===== src/rtl/bbps_pkg.sv =====
// ============================================================================
// bbps_pkg
// Types and constants shared by the bidirectional byte pattern search block.
// ============================================================================
package bbps_pkg;

  // Fixed field widths of the streams
  localparam int DATA_BITS   = 8;
  localparam int POS_BITS    = 48;
  localparam int PAT_BYTES   = 16;
  localparam int LEN_BITS    = 5;
  localparam int CFG_BITS    = 64;

  // Configuration register indexes
  typedef logic [1:0] cfg_index_t;
  localparam cfg_index_t CFG_PATTERN_LOW     = 2'd0;
  localparam cfg_index_t CFG_PATTERN_HIGH    = 2'd1;
  localparam cfg_index_t CFG_PATTERN_LENGTH  = 2'd2;
  localparam cfg_index_t CFG_SEARCH_BACKWARD = 2'd3;

  // Result status codes
  typedef enum logic [1:0] {
    ST_SEARCHING = 2'd0,
    ST_FOUND     = 2'd1,
    ST_NOT_FOUND = 2'd2,
    ST_IGNORED   = 2'd3
  } status_t;

  // Current register settings as seen by the matcher
  typedef struct packed {
    logic [PAT_BYTES-1:0][DATA_BITS-1:0] pattern;
    logic [LEN_BITS-1:0]                 length_raw;
    logic                                backward;
  } cfg_t;

  // One input item
  typedef struct packed {
    logic [DATA_BITS-1:0] data_byte;
    logic                 first_item;
    logic [POS_BITS-1:0]  start_position;
    logic                 end_of_data;
  } item_t;

  // One result item
  typedef struct packed {
    status_t             status;
    logic [POS_BITS-1:0] match_offset;
  } result_t;

endpackage


===== src/rtl/bidirectional_byte_pattern_search.sv =====
// ============================================================================
// bidirectional_byte_pattern_search
// Scans a byte stream for the first occurrence of a 1 to 16 byte pattern.
// ============================================================================
// Usage: the configuration port sets the pattern, its length and the scan
// direction; write it only while no transfer is in flight. Each input
// transfer carries one data byte in scan order; in_tuser marks the first
// byte of a search (loading the start address from in_tdata) and in_tlast
// marks end of data, where no byte is carried. Every input transfer gives
// exactly one output transfer: searching, found with the address of the
// match's lowest byte, not found, or ignored once the search has finished.
// The item waits in the input register, then the window compare writes the
// result register once that register is free or being emptied. Throughput
// is one item per cycle while the receiver takes the results, set by the
// combinational compare of the whole window against the pattern. When the
// receiver stalls, the result register holds, the input register takes one
// more item and in_tready then drops until the result is taken. Synchronous
// reset clears the window, the scan position, the search state and both
// stages, and sets the pattern length to one and the direction to forward.
// ============================================================================
module bidirectional_byte_pattern_search
  import bbps_pkg::*;
#(
  parameter int MAX_PATTERN  = 16,
  parameter int ADDRESS_BITS = 48
) (
  input  logic                clk,
  input  logic                rst_n,
  // Configuration write port
  input  logic                cfg_we,
  input  cfg_index_t          cfg_addr,
  input  logic [CFG_BITS-1:0] cfg_wdata,
  // Input stream
  input  logic                in_tvalid,
  output logic                in_tready,
  input  logic [55:0]         in_tdata,   // data_byte [7:0], start_position [55:8]
  input  logic                in_tuser,   // first_item
  input  logic                in_tlast,   // end_of_data
  // Result stream
  output logic                out_tvalid,
  input  logic                out_tready,
  output logic [47:0]         out_tdata,  // match_offset [47:0]
  output logic [1:0]          out_tuser   // status [1:0]
);

  cfg_t    cfg;
  item_t   item_r;
  logic    item_valid_r;
  result_t result;
  result_t result_r;
  logic    out_valid_r;
  logic    advance;

  bbps_cfg_regs u_cfg_regs (
    .clk       (clk),
    .rst_n     (rst_n),
    .cfg_we    (cfg_we),
    .cfg_addr  (cfg_addr),
    .cfg_wdata (cfg_wdata),
    .cfg       (cfg)
  );

  // The held item moves on when the result register is free or being emptied
  assign advance   = item_valid_r && (!out_valid_r || out_tready);
  assign in_tready = !item_valid_r || advance;

  // Input register
  always_ff @(posedge clk) begin
    if (!rst_n) begin
      item_valid_r <= 1'b0;
    end else if (in_tready) begin
      item_valid_r <= in_tvalid;
    end
  end

  always_ff @(posedge clk) begin
    if (in_tready && in_tvalid) begin
      item_r.data_byte      <= in_tdata[7:0];
      item_r.start_position <= in_tdata[55:8];
      item_r.first_item     <= in_tuser;
      item_r.end_of_data    <= in_tlast;
    end
  end

  bbps_matcher #(
    .MAX_PATTERN  (MAX_PATTERN),
    .ADDRESS_BITS (ADDRESS_BITS)
  ) u_matcher (
    .clk     (clk),
    .rst_n   (rst_n),
    .cfg     (cfg),
    .item_en (advance),
    .item    (item_r),
    .result  (result)
  );

  // Result register
  always_ff @(posedge clk) begin
    if (!rst_n) begin
      out_valid_r <= 1'b0;
    end else if (!out_valid_r || out_tready) begin
      out_valid_r <= item_valid_r;
    end
  end

  always_ff @(posedge clk) begin
    if (advance) begin
      result_r <= result;
    end
  end

  assign out_tvalid = out_valid_r;
  assign out_tdata  = result_r.match_offset;
  assign out_tuser  = result_r.status;

endmodule


===== src/rtl/bbps_cfg_regs.sv =====
// ============================================================================
// bbps_cfg_regs
// Configuration register file: pattern bytes, pattern length and direction.
// ============================================================================
module bbps_cfg_regs
  import bbps_pkg::*;
(
  input  logic                clk,
  input  logic                rst_n,
  input  logic                cfg_we,
  input  cfg_index_t          cfg_addr,
  input  logic [CFG_BITS-1:0] cfg_wdata,
  output cfg_t                cfg
);

  logic [CFG_BITS-1:0] pattern_low_r;
  logic [CFG_BITS-1:0] pattern_high_r;
  logic [LEN_BITS-1:0] pattern_length_r;
  logic                search_backward_r;

  // Register writes; each register keeps only its own width
  always_ff @(posedge clk) begin
    if (!rst_n) begin
      pattern_low_r     <= '0;
      pattern_high_r    <= '0;
      pattern_length_r  <= LEN_BITS'(1);
      search_backward_r <= 1'b0;
    end else if (cfg_we) begin
      unique case (cfg_addr)
        CFG_PATTERN_LOW:     pattern_low_r     <= cfg_wdata;
        CFG_PATTERN_HIGH:    pattern_high_r    <= cfg_wdata;
        CFG_PATTERN_LENGTH:  pattern_length_r  <= cfg_wdata[LEN_BITS-1:0];
        CFG_SEARCH_BACKWARD: search_backward_r <= cfg_wdata[0];
      endcase
    end
  end

  // Byte i of the pattern sits in bits 8i+7 to 8i of the low and high words
  assign cfg.pattern    = {pattern_high_r, pattern_low_r};
  assign cfg.length_raw = pattern_length_r;
  assign cfg.backward   = search_backward_r;

endmodule


===== src/rtl/bbps_matcher.sv =====
// ============================================================================
// bbps_matcher
// Search state, byte window and parallel pattern compare for one item.
// ============================================================================
module bbps_matcher
  import bbps_pkg::*;
#(
  parameter int MAX_PATTERN  = 16,
  parameter int ADDRESS_BITS = 48
) (
  input  logic    clk,
  input  logic    rst_n,
  input  cfg_t    cfg,
  input  logic    item_en,
  input  item_t   item,
  output result_t result
);

  localparam int SEEN_BITS = $clog2(MAX_PATTERN + 1);
  localparam int WIDE_BITS = (ADDRESS_BITS > POS_BITS) ? ADDRESS_BITS : POS_BITS;

  logic [MAX_PATTERN-1:0][DATA_BITS-1:0] window_r, window_nxt;
  logic [SEEN_BITS-1:0]                  seen_r, seen_nxt;
  logic [ADDRESS_BITS-1:0]               pos_r, pos_nxt;
  logic                                  done_r, done_nxt;

  logic [LEN_BITS-1:0]     len_eff;
  logic [LEN_BITS-1:0]     pat_idx;
  logic [WIDE_BITS-1:0]    start_wide;
  logic [WIDE_BITS-1:0]    offset_wide;
  logic [ADDRESS_BITS-1:0] addr;
  logic                    hit;

  // Pattern length limited to the range one to MAX_PATTERN
  always_comb begin
    len_eff = cfg.length_raw;
    if (len_eff == '0) begin
      len_eff = LEN_BITS'(1);
    end
    if (len_eff > LEN_BITS'(MAX_PATTERN)) begin
      len_eff = LEN_BITS'(MAX_PATTERN);
    end
  end

  // Next state and result for the item in the input register
  always_comb begin
    window_nxt  = window_r;
    seen_nxt    = seen_r;
    pos_nxt     = pos_r;
    done_nxt    = done_r;
    addr        = pos_r;
    hit         = 1'b0;
    pat_idx     = '0;
    start_wide  = WIDE_BITS'(item.start_position);
    offset_wide = '0;
    result.status       = ST_SEARCHING;
    result.match_offset = '0;

    // A new search clears the window and loads the scan position
    if (item.first_item) begin
      window_nxt = '0;
      seen_nxt   = '0;
      pos_nxt    = start_wide[ADDRESS_BITS-1:0];
      done_nxt   = 1'b0;
    end

    if (!item.first_item && done_r) begin
      result.status = ST_IGNORED;
    end else if (item.end_of_data) begin
      done_nxt      = 1'b1;
      result.status = ST_NOT_FOUND;
    end else begin
      // Address of this byte and the position for the next one
      if (cfg.backward) begin
        addr    = pos_nxt - ADDRESS_BITS'(1);
        pos_nxt = addr;
      end else begin
        addr    = pos_nxt;
        pos_nxt = pos_nxt + ADDRESS_BITS'(1);
      end

      // Shift the newest byte into entry zero
      for (int k = MAX_PATTERN - 1; k > 0; k--) begin
        window_nxt[k] = window_nxt[k-1];
      end
      window_nxt[0] = item.data_byte;
      if (seen_nxt < SEEN_BITS'(MAX_PATTERN)) begin
        seen_nxt = seen_nxt + SEEN_BITS'(1);
      end

      // Parallel compare of all window entries in use
      hit = (LEN_BITS'(seen_nxt) >= len_eff);
      for (int k = 0; k < MAX_PATTERN; k++) begin
        if (LEN_BITS'(k) < len_eff) begin
          if (cfg.backward) begin
            pat_idx = LEN_BITS'(k);
          end else begin
            pat_idx = len_eff - LEN_BITS'(1) - LEN_BITS'(k);
          end
          if (window_nxt[k] != cfg.pattern[pat_idx[3:0]]) begin
            hit = 1'b0;
          end
        end
      end

      if (hit) begin
        done_nxt      = 1'b1;
        result.status = ST_FOUND;
        if (cfg.backward) begin
          offset_wide = WIDE_BITS'(addr);
        end else begin
          offset_wide = WIDE_BITS'(addr - ADDRESS_BITS'(len_eff) + ADDRESS_BITS'(1));
        end
        result.match_offset = offset_wide[POS_BITS-1:0];
      end
    end
  end

  // Search state registers, updated once per processed item
  always_ff @(posedge clk) begin
    if (!rst_n) begin
      window_r <= '0;
      seen_r   <= '0;
      pos_r    <= '0;
      done_r   <= 1'b0;
    end else if (item_en) begin
      window_r <= window_nxt;
      seen_r   <= seen_nxt;
      pos_r    <= pos_nxt;
      done_r   <= done_nxt;
    end
  end

endmodule

===== config.mk =====
export PLATFORM = sky130hd
export DESIGN_NAME = bidirectional_byte_pattern_search
export DESIGN_NICKNAME = d
export VERILOG_FILES = /design/src/rtl/bbps_pkg.sv /design/src/rtl/bidirectional_byte_pattern_search.sv /design/src/rtl/bbps_cfg_regs.sv /design/src/rtl/bbps_matcher.sv
export SDC_FILE = /design/constraint.sdc
export NUM_CORES = 2
export LEC_CHECK = 0
export CAP_MARGIN = 25
export CELL_PAD_IN_SITES_DETAIL_PLACEMENT = 2
export CELL_PAD_IN_SITES_GLOBAL_PLACEMENT = 2
export CORE_MARGIN = 2
export CORE_UTILIZATION = 40
export DETAILED_ROUTE_END_ITERATION = 10
export DONT_BUFFER_PORTS = 1
export PLACE_DENSITY = 0.92
export SLEW_MARGIN = 10
export SYNTH_ARGS = -nofsm -noshare
export SYNTH_HDL_FRONTEND = slang
export SYNTH_SLANG_ARGS = --single-unit

===== constraint.sdc =====
create_clock -name clk -period 10.6 [get_ports clk]
set_input_delay 3.18 -clock clk [delete_from_list [all_inputs] [get_ports clk]]
set_output_delay 3.18 -clock clk [all_outputs]
set_load 0.02 [all_outputs]

==> results.yml <==
clocking:
  clock_tree.htree_level_count: 2
  holdBufCountCts: 0
  worst_skew_pair.late_latency_ns: 0.69
  clock_tree.root_cell: "clkbuf_16"
  tritoncts.num_buffers: 50
  cts_setup_buffers: 0
  clock_sink_count: 418
  postcts_resize_cnt: 0
  clock_tree.buffer_depth: 3
  worst_setup_hold_path_clk_slew_ns: 0.07
  cts_tree: "yes"
drt:
  drt_pre_antenna_iters: 6
  detail_route.drc_violations: 0
  routed_wirelength_um: 202000
  avgRoutedWirePerCell_um: 39.8
  initialDrtViolationCount: 5682
  detailroute.via_count: 38539
  avgViaCountPerCell: 7.61
  detail-route-antenna-nets: 0
timing:
  setup_total_negative_slack_ns: 0
  worst_slew_pin_slew_ns: 1.97
  timing_hold_violations_final: 0
  rsz0062_at_grt: "false"
  fin_hold_ws_ns: 0.467
  drv_slew: 8
  post-route-min-period_ns: 9.35
  worst_clock_skew_ns: 0.0721
  worst_slew_margin_rel_pct: -32.8
  clock.fmax_mhz: 107
  post-route-period-util_pct: 88.2
  setup_viol_count_final: 0
grt:
  number_of_global_route_vias_before_repair: 39704
  gr-total-overflow: 0
  initial_antenna_violation_count: 29
  grt_start_max_net_pins: 101
  global_route_wire_length_before_repair_um: 270000
  track_usage_pct: 41.9
power_and_ir_drop:
  intPower_w: 0.00317
  switching_share_pct: 39.0
  power_w: 0.00520
  power-per-cell-area_nw_per_um2: 147
  power.ir.vdd_worst_mv: 0.149
  switchingPower_w: 0.00203
  power_frac_comb_pct: 28.6
  power_frac_seq_pct: 34.2
  static-leakage-power_nw: 12.5
  power_frac_clock_pct: 37.2
cells_and_area:
  layout.cells.most_common_list: "655 x nand2_1, 317 x mux2i_1, 309 x dfxtp_1"
  most_common_library_cell_in_the_layout_ignoring_fill_and_taps: "nand2_1"
  finish.net_count: 4125
  post_route_cells_drive_above_1_share_pct: 8.19
  layout.cell_area.non_filler_um2: 35500
  layout.filler_cells: 8868
  synthesis_to_layout_area_growth_pct: 7.72
die:
  die_h_um: 291
  die-area_um2: 84600
  core_region_area_um2: 81800
  floorplan.rows: 105
  start_util_pct: 40.2
  design.portCount: 181
  die_x_um: 291
synthesis:
  synthArstFlopShare_pct: 0
  synthesis.yosys.warnings: 0
  most_used_dff_post_synth: "dfxtp_1"
  ys_types: 88
  synthesis.nets: 4321
  synth_area_um2: 32900
  yosysSeqAreaShare_pct: 28.7
  syn-instance-count: 4123
  syn_avg_cell_area_um2: 7.99
  count_of_flip_flops_with_a_built_in_enable_after_synthesis: 108
  ys_ff_latch: 418
setup_path:
  worst_ep_arrival_time_ns: 9.75
  slowest_delay_ns: 1.27
  critical_path_peak_fanout: 64
  cp_slowest_cell: "mux2i_1"
  critPathMostFrequentCell: "mux2i_1"
  critical_path.startpoint_type: "flop"
  worstPathCellList: "nor2b_1 > inv_1 > ha_1 > or2_2 > buf_4 > mux2i_1 > mux2i_1 > mux2i_1 > xnor2_1 > nor4_1 > buf_2 > nand3_1 > o32ai_1 > nand4b_1 > buf_4 > nor2_1"
  setup.worst_path.end_class: "flop"
  timing_worst_setup_path_type: "reg2reg"
  worstPathRequired_ns: 11.00
outcome:
  outcome: "complete, but fails checks"
  violations: "max-capacitance violations, max-slew violations"
min_path:
  hold_crit_class: "reg2reg"
run:
  timing.max_cap.violations: 3
placed_design:
  dp.final_hpwl_um: 113000
  dpl_cell_area_um2: 33500
  placement.io_buffers: 0
  gp_congestion: 0.952
-- cells in the mapped netlist (56+ instances only) --
cell type / count / area (um^2)
nand2_1: 656 / 2460
mux2i_1: 325 / 3250
dfxtp_1: 310 / 6210
nor2_1: 305 / 1140
a21oi_1: 299 / 1500
clkbuf_1: 208 / 781
o21ai_0: 152 / 761
nor2b_1: 145 / 907
xnor2_1: 141 / 1230
a22oi_1: 126 / 946
nand3_1: 112 / 561
edfxtp_1: 108 / 3240
a211oi_1: 85 / 638
inv_1: 79 / 297
xor2_1: 74 / 648
and3_1: 73 / 457
ha_1: 68 / 851
nor3_1: 66 / 330
o22ai_1: 57 / 357
buf_2: 56 / 280
-- stage by stage --
step / instances / worst slack (ns) / utilization (%)
final: 5065 / 1.25 / 43.3
after global routing: 5050 / 1.33 / 43.3
after CTS: 5030 / 2.31 / 43.1
after detailed placement: 4936 / 2.92 / 41.0
after global placement: 4936 / 3.63 / 41.0
after floorplan: 4123 / 2.25 / -
-- power by group through the flow --
stage	logic [W]	registers [W]	clock network, W
floorplan	0.000868	0.00176	0
global placement	0.00116	0.00179	0
detailed placement	0.00124	0.00180	0
CTS	0.00132	0.00177	0.00188
global route	0.00151	0.00177	0.00197
finish	0.00149	0.00178	0.00194
-- cells by family after synthesis --
| logic type | share of synthesized area [%] |
|---|---|
| simple gates | 23.0 |
| compound gates | 20.3 |
| mux | 14.9 |
| flops | 28.7 |
| buf+inv | 4.62 |
| xor+xnor | 5.84 |
| fa+ha+maj | 2.64 |
-- path summary, 6_finish.rpt --
check                                               startpoint  depth (start not counted)  slack [ns]                  end
worst min-delay path                       u_matcher.pos_r[31]                          2        0.47  u_matcher.pos_r[31]
worst min register to register             u_matcher.pos_r[31]                          2        0.47  u_matcher.pos_r[31]
worst max-delay path            u_cfg_regs.pattern_length_r[2]                         16        1.25         out_tdata[0]
worst max register to register  u_cfg_regs.pattern_length_r[2]                         16        1.25         out_tdata[0]
-- cell type report --
cell class	count	area [um^2]	share of cell area, %
inverters	80	308	0.868
diodes	26	65.1	0.183
clock inverters	23	251	0.709
repair buffers	51	462	1.30
flip-flops and latches	418	9450	26.6
clock buffers	71	1460	4.12
multi-input cells	3326	22100	62.4
well taps	1070	1340	3.77
-- state kept, by name, summed over array words and instances, names as in the netlist --
| signal | count |
|---|---|
| u_matcher.window_r | 120 |
| u_cfg_regs.pattern_high_r | 64 |
| u_cfg_regs.pattern_low_r | 64 |
| item_r | 58 |
| out_tdata | 48 |
| u_matcher.pos_r | 48 |
| u_cfg_regs.pattern_length_r | 5 |
| u_matcher.seen_r | 5 |
| out_tuser | 2 |
| item_valid_r | 1 |
| out_tvalid | 1 |
| u_cfg_regs.search_backward_r | 1 |
| u_matcher.done_r | 1 |
-- worst max-delay path: cells and delay by family (launching register included) --
family / cells / cell delay (ns)
buffers and inverters: 4 / 1.80
adders and majority gates: 1 / 0.74
DFF: 1 / 0.58
muxes: 3 / 2.74
AOI/OAI and AO/OA: 1 / 0.49
and+or+nand+nor: 6 / 2.35
xor gates and xnor gates: 1 / 0.30
-- metal layers --
layer,routed length (um),track usage [%],vias to the layer above
met1,66700,45.6,18916
met2,86800,67.5,3432
met5,416,0,-
met4,21700,33.3,20
li1,-,-,14614
met3,26100,13.6,1557
Note: power is estimated with default switching activity, not from simulation.
